==> src/hdl/wavetable_pm_oscillator_defines.svh <==
// Assertion macros shared by the oscillator RTL.
// Each macro expects signals named clk and rst_n in the enclosing module.
`ifndef WAVETABLE_PM_OSCILLATOR_DEFINES_SVH
`define WAVETABLE_PM_OSCILLATOR_DEFINES_SVH

// Same-cycle implication, disabled while reset is asserted.
`define WPO_ASSERT_IMP(name, ante, cons) \
    name: assert property (@(posedge clk) disable iff (!rst_n) (ante) |-> (cons)) \
        else $error("wpo: same-cycle check failed");

// Next-cycle implication, disabled while reset is asserted.
`define WPO_ASSERT_NXT(name, ante, cons) \
    name: assert property (@(posedge clk) disable iff (!rst_n) (ante) |=> (cons)) \
        else $error("wpo: next-cycle check failed");

`endif

==> src/hdl/wpo_pkg.sv <==
// Shared types and constants for the wavetable oscillator.
// No dependencies; used by wpo_mul and wavetable_pm_oscillator.
`timescale 1ns / 1ps

package wpo_pkg;

    // Request codes of the input channel.
    localparam logic [1:0] REQ_WRITE = 2'd0;
    localparam logic [1:0] REQ_TICK  = 2'd1;
    localparam logic [1:0] REQ_RESET = 2'd2;

    // Configuration register indexes.
    localparam logic [1:0] CFG_PHASE_INC  = 2'd0;
    localparam logic [1:0] CFG_MOD_INDEX  = 2'd1;
    localparam logic [1:0] CFG_TABLE_SEL  = 2'd2;
    localparam logic [1:0] CFG_TABLE_SIZE = 2'd3;

    localparam int MOD_INDEX_BITS = 23;
    localparam logic [MOD_INDEX_BITS-1:0] MOD_INDEX_MAX = 23'd6553600;

    localparam int TBL_IDX_BITS = 14;
    localparam logic [3:0] SIZE_LOG2_MIN   = 4'd4;
    localparam logic [3:0] SIZE_LOG2_RESET = 4'd10;

    // The multiplier operand holds the widest interpolation weight, 32 - 4 bits.
    localparam int MUL_N     = 28;
    localparam int STEP_BITS = 5;
    localparam logic [STEP_BITS-1:0] MOD_STEPS = 5'd23;

    typedef enum logic [3:0] {
        ST_IDLE,
        ST_MOD,
        ST_PHASE,
        ST_ADDR,
        ST_RD0,
        ST_RD1,
        ST_INTERP,
        ST_SUM,
        ST_DONE
    } state_t;

    typedef struct packed {
        logic                 start;
        logic [STEP_BITS-1:0] steps;
    } mul_ctrl_t;

    typedef struct packed {
        logic busy;
        logic done;
    } mul_stat_t;

endpackage

==> src/hdl/wpo_mul.sv <==
// Bit-serial signed-by-unsigned shift-add multiplier, one multiplier bit per cycle.
// Depends on wpo_pkg for the control and status structs.
`timescale 1ns / 1ps

module wpo_mul #(
    parameter int W = 25,
    parameter int N = 28
) (
    input  logic              clk,
    input  logic              rst_n,
    input  wpo_pkg::mul_ctrl_t ctrl,
    input  logic [W-1:0]      mcand,
    input  logic [N-1:0]      mplier,
    output wpo_pkg::mul_stat_t stat,
    output logic [W:0]        hi,
    output logic [N-1:0]      lo
);

    logic [W-1:0]                    mcand_reg;
    logic [W:0]                      hi_reg;
    logic [N-1:0]                    lo_reg;
    logic [wpo_pkg::STEP_BITS-1:0]   cnt_reg;
    logic                            busy_reg;
    logic                            done_reg;
    logic [W:0]                      addend;
    logic [W:0]                      sum;

    // After k steps hi holds floor(mcand * (mplier mod 2^k) / 2^k) and the
    // low product bits have been shifted into the top of lo.
    assign addend = lo_reg[0] ? {mcand_reg[W-1], mcand_reg} : (W+1)'(0);
    assign sum    = hi_reg + addend;

    always_ff @(posedge clk or negedge rst_n)
    begin
        if (!rst_n)
        begin
            cnt_reg  <= '0;
            busy_reg <= 1'b0;
            done_reg <= 1'b0;
        end
        else
        begin
            done_reg <= 1'b0;
            if (ctrl.start)
            begin
                cnt_reg  <= ctrl.steps;
                busy_reg <= 1'b1;
            end
            else if (busy_reg)
            begin
                cnt_reg <= cnt_reg - 1'b1;
                if (cnt_reg == wpo_pkg::STEP_BITS'(1))
                begin
                    busy_reg <= 1'b0;
                    done_reg <= 1'b1;
                end
            end
        end
    end

    always_ff @(posedge clk)
    begin
        if (ctrl.start)
        begin
            mcand_reg <= mcand;
            hi_reg    <= '0;
            lo_reg    <= mplier;
        end
        else if (busy_reg)
        begin
            hi_reg <= {sum[W], sum[W:1]};
            lo_reg <= {sum[0], lo_reg[N-1:1]};
        end
    end

    assign stat.busy = busy_reg;
    assign stat.done = done_reg;
    assign hi        = hi_reg;
    assign lo        = lo_reg;

endmodule

==> config.mk <==
export PLATFORM = sky130hd
export DESIGN_NAME = wpo_mul
export DESIGN_NICKNAME = d
export VERILOG_FILES = /design/src/hdl/wavetable_pm_oscillator_defines.svh /design/src/hdl/wpo_pkg.sv /design/src/hdl/wpo_mul.sv
export SDC_FILE = /design/constraint.sdc
export NUM_CORES = 1
export LEC_CHECK = 0
export ABC_CLOCK_PERIOD_IN_PS = 2850
export BUFFER_PORTS_ARGS = -buffer_cell sky130_fd_sc_hd__clkbuf_2
export CORE_UTILIZATION = 54
export CTS_BUF_LIST = sky130_fd_sc_hd__clkbuf_16
export CTS_CLUSTER_SIZE = 28
export DETAILED_ROUTE_END_ITERATION = 7
export GPL_TIMING_DRIVEN = 0
export PLACE_DENSITY = 0.82
export SKIP_CTS_REPAIR_TIMING = 1
export SYNTH_ARGS = -nofsm -noshare
export SYNTH_HDL_FRONTEND = slang
export SYNTH_SLANG_ARGS = --single-unit
export TNS_END_PERCENT = 20
==> constraint.sdc <==
create_clock -name clk -period 2.85 [get_ports clk]
set_clock_uncertainty 0.1 [all_clocks]
set_input_delay 0.285 -clock clk [delete_from_list [all_inputs] [get_ports clk]]
set_output_delay 0.285 -clock clk [all_outputs]
set_load 0.005 [all_outputs]
==> results of run 1 <==
-- synthesized netlist by cell type (2+ instances only) --
cell type	n	share of area, %
edfxtp_1	53	34
nand2_1	37	3.0
mux2_2	29	7.0
ha_1	27	7.3
dfxtp_1	25	11
a21oi_1	24	2.6
and2_1	24	3.2
nor2_1	22	1.8
o21ai_0	19	2.0
xor2_1	12	2.3
a21o_1	11	1.8
inv_1	11	0.89
o21ai_1	11	1.2
xnor2_1	11	2.1
clkbuf_1	9	0.73
mux2i_1	8	1.7
dfrtp_1	7	3.8
nand3_1	7	0.75
nand2b_1	6	0.81
nand4_1	5	0.67
nor2b_1	5	0.67
buf_1	4	0.32
buf_4	4	0.65
nor3_1	3	0.32
o31ai_1	3	0.49
a211oi_1	2	0.32
a21oi_2	2	0.38
a31oi_1	2	0.27
buf_6	2	0.49
nor3b_1	2	0.32
nor4_1	2	0.27
o211ai_1	2	0.32
o21ai_2	2	0.38
-- per-layer routing --
metal,global-route usage [%],up-vias,wire length [um]
li1,-,1813,-
met1,28.73,1726,4408
met4,8.207,0,237
met5,0,-,0
met3,8.937,26,944
met2,42.03,166,5410
-- stage by stage --
stage                     setup TNS [ps]  hold slack (ps)  area [sq um]
after global routing               -1155            2.491          5862
after CTS                          -5298           -336.0          5645
after detailed placement          -13860            36.47          5353
after floorplan                        0           -110.6          4641
after global placement             -9728            35.44          5353
final                             -54.31            8.158          5862
-- cell families (layout without fill, tap and decap cells) --
logic type / Yosys count / in the layout / synth area share, %
fa+ha+maj: 28 / 28 / 7.711
flops: 85 / 85 / 48.85
buf+inv: 31 / 178 / 3.181
simple gates: 123 / 123 / 13.78
compound gates: 92 / 92 / 13.37
xor+xnor: 23 / 23 / 4.341
mux: 37 / 37 / 8.762
-- power breakdown --
| part | switching, mW | leakage [nW] | internal (mW) | total [mW] |
|---|---|---|---|---|
| combinational | 0.828 | 1.66 | 0.746 | 1.57 |
| clock | 0.547 | 0.145 | 0.614 | 1.16 |
| sequential | 0.174 | 0.830 | 1.56 | 1.74 |
| total | 1.55 | 2.64 | 2.92 | 4.47 |
-- final timing paths --
path	slack [ps]	depth (start not counted)	to	startpoint
max in group asynchronous	2260	2	cnt_reg[0]	rst_n
worst min register to register	380	2	hi[18]	hi[18]
worst max-delay path	-30	11	hi[22]	lo[0]
worst max register to register	-30	11	hi[22]	lo[0]
min in group asynchronous	220	2	cnt_reg[3]	rst_n
worst min-delay path	8	1	mcand_reg[20]	mcand[20]
-- layout make-up --
class                      instances  area (sq um)
fill                             616          2396
buffer                            20         125.1
inverter                          11         45.04
sequential                        85          2267
timing repair buffer             130         691.9
timing repair inverter             1         7.507
clock buffer                       9         225.2
multi-input combinational        303          2301
tap                              105         131.4
clock inverter                     7         67.56
-- cell usage in the layout (no fill, tap or decap), drive strengths merged, types with 12 or more instances in the layout --
cell      n
clkbuf  133
nor2     23
inv      14
and2     24
edfxtp   53
nand2    37
a21oi    27
buf      24
ha       27
xor2     12
mux2     29
o21ai    32
dfxtp    25
==> reports/results.ini, run 1 <==
[cells_and_area]
drive_above_1_share_pct=37.28
antenna-diode-count=0
final_util_pct=70.98
syn2layout_area_growth_pct=26.31
final_cells=671
largest_reg_flops=28
nNetsFinal=650

[placement]
port_buffers=116
dp_hpwl_mm=7.676
gp_congestion=0.9300
placed_cells=640
dp_slack_ps=-405.1

[clock_tree]
clk_latency_ps=350
clock-sinks=85
h-tree-depth=3
tritoncts=done
clk_pin_slew_ps=70
cts_buffer_depth=2
cts-buffers-inserted=9
cts_root_buf=clkbuf_16

[die]
start_util_pct=56.20
die-width_um=94.71
rows=33
fp.dieH_um=94.71
fp.coreArea_sq_um=8258
dieArea_sq_um=8969
ios=117

[logic_synthesis]
syn_area_sq_um=4641
synthCells=419
synth_edf_count=53
synth_nets=508
yosys_most_used_dff=edfxtp_1
yosysUniqueCellTypes=59
synth-seq-cells=85
synth_seq_area_share_pct=48.85
syn_area_per_cell_sq_um=11.08
synth-async-reset-ratio_pct=8.235
ys_warn_count=0

[power_and_ir_drop]
power.density_nw_per_um2=763.3
p_leak_nw=2.637
total_power_mw=4.474
ir_drop_uv=382.7

[route]
drt_wl_total_mm=11.00
via_per_inst=5.560
ant_nets=0
post-route-drc-count=0
wire_per_inst_um=16.39
via_count=3731
drt_iter0_drc=115
drtPass1Iterations=4

[run_status]
violations=setup timing
outcome=complete, but fails checks

[setup_path]
cpPeakStageDelay_ps=420
cp-end-kind=flop
cp_slowest_cell=edfxtp_1
path_class=reg2reg
crit_family=compound AO/OA/AOI/OAI gates
path_cells=buf_6 -> buf_6 -> and2_1 -> ha_1 -> a21oi_1 -> nand3_2 -> a211oi_4 -> o21ai_2 -> a41oi_1 -> xor2_1 -> o21ai_1
crit_path_max_fanout=10
cp-start-kind=flop
cp.required_ps=2970
cpMostUsedCell=buf_6
crit_arrival_ps=3000
worst-path-buf-inv=2

[run]
cap_violations=0

[global_routing]
grt_max_degree=31
grt_pass1_wl_mm=16.83
grt_pass1_vias=3636
antenna_found_initial=0
grt.overflow.total=0
grt_use_total_pct=24.69

[timing]
setup_slack_ps=-27.71
slew_headroom_pct=46.04
final-hold-violation-count=0
post-route-period-util_pct=101.0
setup_violations=2
max_freq_ghz=0.3475
tightest_slew_ps=809.5
rsz0062_at_grt=true
fin_crit_ps=2878
drv_slew=0

[min_path]
hp-class=in2reg

Note: power is estimated with default switching activity, not from simulation.
==> inputs of run 2 (changes only) <==
--- a/config.mk
+++ b/config.mk
@@ -5,11 +5,12 @@
 export SDC_FILE = /design/constraint.sdc
 export NUM_CORES = 1
 export LEC_CHECK = 0
+export ABC_AREA = 1
 export ABC_CLOCK_PERIOD_IN_PS = 2850
 export BUFFER_PORTS_ARGS = -buffer_cell sky130_fd_sc_hd__clkbuf_2
-export CORE_UTILIZATION = 54
+export CORE_UTILIZATION = 55
 export CTS_BUF_LIST = sky130_fd_sc_hd__clkbuf_16
-export CTS_CLUSTER_SIZE = 28
+export CTS_CLUSTER_SIZE = 40
 export DETAILED_ROUTE_END_ITERATION = 7
 export GPL_TIMING_DRIVEN = 0
 export PLACE_DENSITY = 0.82
==> run 2 against run 1 <==
Against the previous run: synthesized cell count rose by 70%; largest power group unchanged; sequential share of layout area decreased by 2.5 points; the run now ends clean; total power is 14% lower; combinational power is 32% lower; routed wire length increased by 18%; sequential cell count did not move; sequential power decreased by 6%; highest routed layer unchanged.
==> reports/results.ini, run 2 <==
[timing]
final-hold-violation-count=0
max_freq_ghz=0.4075
rsz0062_at_grt=false
tightest_slew_ps=1206
drv_slew=0
setup_violations=0
post-route-period-util_pct=86.10
fin_crit_ps=2454
setup_slack_ps=396.1
slew_headroom_pct=19.54
setup_tns_ps=0

[die]
fp.dieH_um=99.46
fp.coreArea_sq_um=9240
start_util_pct=56.53
rows=35
ios=117
die-width_um=99.46
dieArea_sq_um=9891

[route]
post-route-drc-count=0
drt_wl_total_mm=12.93
drt_iter0_drc=310
ant_nets=0
wire_per_inst_um=13.28
drtPass1Iterations=5
via_per_inst=5.046
via_count=4910

[placement]
dp_slack_ps=85.20
port_buffers=116
gp_congestion=0.9031
dp_hpwl_mm=10.01

[logic_synthesis]
yosysTopAreaCellShare_pct=30.47
syn_area_sq_um=5224
synth_seq_area_share_pct=43.40
ys_warn_count=0
synth_top_cells_by_area=edfxtp_1 30%, nand2_1 22%, dfxtp_1 9.6%
synthCells=711
synth_edf_count=53
yosysUniqueCellTypes=40
synth_top_cells_by_count=309 x nand2_1, 110 x inv_1, 53 x edfxtp_1
syn_area_per_cell_sq_um=7.347
yosys_most_used_dff=edfxtp_1
synth-seq-cells=85
synth_nets=800
synth-async-reset-ratio_pct=8.235
synth.largest_area_cell=edfxtp_1
synth.most_common_cell=nand2_1

[min_path]
min_path_cells=1
hp-class=in2reg

[cells_and_area]
syn2layout_area_growth_pct=19.88
final_util_pct=67.77
drive_above_1_share_pct=21.80
antenna-diode-count=0
largest_reg_flops=28
final_cell_mix=309 x nand2_1, 119 x clkbuf_2, 110 x inv_1
fillerInstances=801
nNetsFinal=928
mostFrequentLayoutCell=nand2_1

[clock_tree]
tritoncts=done
clock-sinks=85
cts-buffers-inserted=9
clk_latency_ps=340
cts_buffer_depth=2
h-tree-depth=3
cts_root_buf=clkbuf_16
clk_pin_slew_ps=70

[power_and_ir_drop]
p_leak_nw=3.517
power.density_nw_per_um2=615.4
ir_drop_uv=336.8

[setup_path]
r2r_cells=13
crit_path_max_fanout=10
cp.required_ps=2980
cp-end-kind=flop
cp-start-kind=flop
crit_arrival_ps=2580
path_class=reg2reg

[global_routing]
antenna_found_initial=0
grt_pass1_vias=4609
grt.overflow.total=0
grt_use_total_pct=27.27
grt_max_degree=33
grt_pass1_wl_mm=21.29

[run]
cap_violations=0

[run_status]
outcome=complete, no violations

## run 2: power by group
group	total [mW]	leakage [nW]	switching [mW]	internal (mW)
registers	1.63	0.841	0.128	1.51
clock network	1.15	0.134	0.541	0.604
logic	1.07	2.54	0.654	0.421
## run 2: worst max-delay path, cell delays in order, from the launching register on
cell and delay (ps):
edfxtp_1 380, clkbuf_2 190, clkbuf_2 230, nand2_1 130
inv_1 50, ha_1 380, nand2_2 110, nor2_1 180
and2_1 180, nand3b_1 120, nand3_1 100, nand2_1 50
nand3_1 90, nand2_1 70
## run 2: logic make-up after synthesis
| family | after synthesis | share of synthesized area (%) |
|---|---|---|
| and+or+nand+nor | 411 | 33.61 |
| adders and majority gates | 28 | 6.850 |
| DFF | 85 | 43.40 |
| buffers and inverters | 131 | 9.820 |
| xor gates and xnor gates | 3 | 0.5031 |
| AOI/OAI and AO/OA | 53 | 5.821 |
## run 2: path summary, 6_finish.rpt
check                      startpoint  slack (ps)           end
setup / recovery                lo[0]         400        hi[18]
hold / removal               mcand[9]          20  mcand_reg[9]
setup reg to reg                lo[0]         400        hi[18]
hold reg to reg                hi[11]         370        hi[11]
max in group asynchronous       rst_n        2240      done_reg
min in group asynchronous       rst_n         230    cnt_reg[1]
## run 2: cell type report
cell class,count,area [sq um],area share (%)
buffer,17,88.84,1.419
clock buffer,9,225.2,3.596
clock inverter,7,57.56,0.9191
inverter,114,427.9,6.833
multi-input combinational,495,2444,39.02
sequential,85,2267,36.20
tap,129,161.4,2.577
timing repair buffer,117,590.6,9.431
## run 2: layer usage
layer  share of wire [%]  up-vias  global-route usage [%]
li1                    -     2481                       -
met1                  43     2242                   35.65
met2                  48      165                   47.06
met3                 6.8       22                   4.849
met4                 1.4        0                   6.561
met5                   0        -                       0
## run 2: per-stage QoR
stage          instances  hold slack [ps]  total power [mW]  instance area, sq um
3_5_place_dp         956            33.38             2.722                  5966
3_3_place_gp         956            25.65             2.682                  5966
2_1_floorplan        711           -110.6             2.333                  5224
4_1_cts              972           -322.7             3.854                  6248
5_1_grt              973            13.46             4.067                  6262
6_report             973            15.81             3.854                  6262
==> inputs of run 3 (changes only) <==
--- a/config.mk
+++ b/config.mk
@@ -9,7 +9,7 @@
 export ABC_CLOCK_PERIOD_IN_PS = 2850
 export BUFFER_PORTS_ARGS = -buffer_cell sky130_fd_sc_hd__clkbuf_2
 export CORE_UTILIZATION = 55
-export CTS_BUF_LIST = sky130_fd_sc_hd__clkbuf_16
+export CTS_BUF_LIST = sky130_fd_sc_hd__clkbuf_4
 export CTS_CLUSTER_SIZE = 40
 export DETAILED_ROUTE_END_ITERATION = 7
 export GPL_TIMING_DRIVEN = 0
==> constraint.sdc (replaced) <==
create_clock -name clk -period 2.85 [get_ports clk]
set_clock_uncertainty 0.1 [all_clocks]
set_input_delay 0.57 -clock clk [delete_from_list [all_inputs] [get_ports clk]]
set_output_delay 0.57 -clock clk [all_outputs]
set_load 0.005 [all_outputs]
==> run 3 against run 2 <==
Against the previous run: non-clock buffer count decreased by 1; routed wire length decreased by 1.0%; count of clock-buffer cells in the layout unchanged; hold slack improved by 160 ps; setup slack got worse by 59 ps; sequential share of layout area increased by 0.97 points; combinational power about the same; via count decreased by 2.0%; critical endpoint unchanged; register-to-register slack got worse by 60 ps; cell count decreased by 0.10%; first-iteration DRC count decreased by 4.2%; total power decreased by 12%.
==> reports/results.ini, run 3 (synthesis results as in run 2) <==
[run_status]
outcome=complete, no violations

[route]
drt_wl_total_mm=12.80
drtPass1Iterations=5
ant_nets=0
wire_per_inst_um=13.16
via_per_inst=4.953
drt_iter0_drc=297
post-route-drc-count=0
via_count=4814

[clock_tree]
h-tree-depth=3
tritoncts=done
cts_buffer_depth=2
clk_latency_ps=450
clk_pin_slew_ps=160
cts-buffers-inserted=9
clock-sinks=85
cts_root_buf=clkbuf_4

[cells_and_area]
largest_reg_flops=28
fillerInstances=836
syn2layout_area_growth_pct=16.74
final_cells=972
nNetsFinal=927
drive_above_1_share_pct=21.59
final_cell_mix=309 x nand2_1, 117 x clkbuf_2, 110 x inv_1
final_util_pct=66.00
fin_area_sq_um=6098
mostFrequentLayoutCell=nand2_1
antenna-diode-count=0

[setup_path]
worst-path-buf-inv=2
cp.required_ps=3090
rrSetupSlack_ps=340
r2r-start=lo[0]
cp.depth=12
crit_path_max_fanout=10
cpPeakStageDelay_ps=550
cp_slowest_cell=edfxtp_1
crit_family=simple AND/OR/NAND/NOR gates
cp-endpoint=hi[18]
r2r_cells=12
cp-startpoint=lo[0]
path_cells=clkbuf_1 -> nand2_1 -> inv_1 -> ha_1 -> nand2_1 -> nor2_1 -> and2_1 -> nand3b_1 -> nand3_1 -> nand2_1 -> nand3_1 -> nand2_1
cp-start-kind=flop
r2r-end=hi[18]
path_class=reg2reg
cp-end-kind=flop
cpMostUsedCell=nand2_1
crit_arrival_ps=2760

[min_path]
hp-class=in2reg
min_path_cells=1

[timing]
rsz0062_at_grt=false
drv_slew=0
final-hold-violation-count=0
tightest_slew_ps=1189
fin_crit_ps=2513
slew_headroom_pct=20.63
max_freq_ghz=0.3979
setup_violations=0
post-route-period-util_pct=88.18

[placement]
placed_cells=956
gp_congestion=0.9031
placed_cell_area_sq_um=5966
port_buffers=116
dp_hpwl_mm=10.01

[die]
fp.coreArea_sq_um=9240
rows=35
ios=117
die-width_um=99.46
dieArea_sq_um=9891
start_util_pct=56.53
fp.dieH_um=99.46

[global_routing]
antenna_found_initial=0
grt.overflow.total=0
grt_pass1_wl_mm=21.16
grt_use_total_pct=27.14
grt_max_degree=33
grt_pass1_vias=4549

[power_and_ir_drop]
power.density_nw_per_um2=554.8
ir_drop_uv=307.7
p_leak_nw=3.440

[run]
cap_violations=0

## run 3: cell types whose count changed in the layout (fill, tap and decap cells not counted)
cell       previous run  this run
clkbuf_16             9         0
clkbuf_4              0         9
clkbuf_2            119       117
clkbuf_1              3         4
## run 3: through the flow
step	hold WS [ps]	power (mW)	worst slack, ps	TNS [ps]
final	178.6	3.383	336.8	0
after detailed placement	318.4	2.722	-199.8	-5558
after CTS	-183.6	3.388	202.1	0
after global routing	157.6	3.591	101.4	0
after global placement	310.6	2.682	-80.49	-2335
after floorplan	174.4	2.333	692.8	0
## run 3: worst reg2reg max path, stage by stage, from the launching register on
cell and delay (ps):
edfxtp_1 550, clkbuf_1 300, nand2_1 130, inv_1 60, ha_1 330, nand2_1 120
nor2_1 230, and2_1 190, nand3b_1 120, nand3_1 100, nand2_1 50, nand3_1 90
nand2_1 70
## run 3: routing by layer
metal  track usage [%]  routed length [um]  up-vias
li1                  -                   -     2472
met1             35.01                5595     2188
met2             46.42                6256      136
met3             5.341                 746       18
met4             7.805                 198        0
met5                 0                   0        -
## run 3: final cells by class
type | instances | area, sq um | share of cell area [%]
buffer | 16 | 82.58 | 1.354
timing repair buffer | 117 | 590.6 | 9.684
multi-input combinational | 495 | 2444 | 40.07
tap | 129 | 161.4 | 2.647
clock inverter | 7 | 57.56 | 0.9438
clock buffer | 9 | 67.56 | 1.108
inverter | 114 | 427.9 | 7.017
sequential | 85 | 2267 | 37.18
## run 3: worst min-delay path by stage
stage / start / endpoint / slack [ps]
after floorplan: rst_n / busy_reg / 170
after global placement: rst_n / cnt_reg[4] / 310
after CTS: rst_n / cnt_reg[1] / -180
final: mcand[13] / mcand_reg[13] / 180
after detailed placement: rst_n / cnt_reg[4] / 320
after global routing: mcand[13] / mcand_reg[13] / 160
## run 3: where the power goes
group | internal, mW | leakage (nW) | switching (mW)
Combinational | 0.420 | 2.53 | 0.649
Clock | 0.192 | 0.0648 | 0.486
Sequential | 1.50 | 0.841 | 0.132
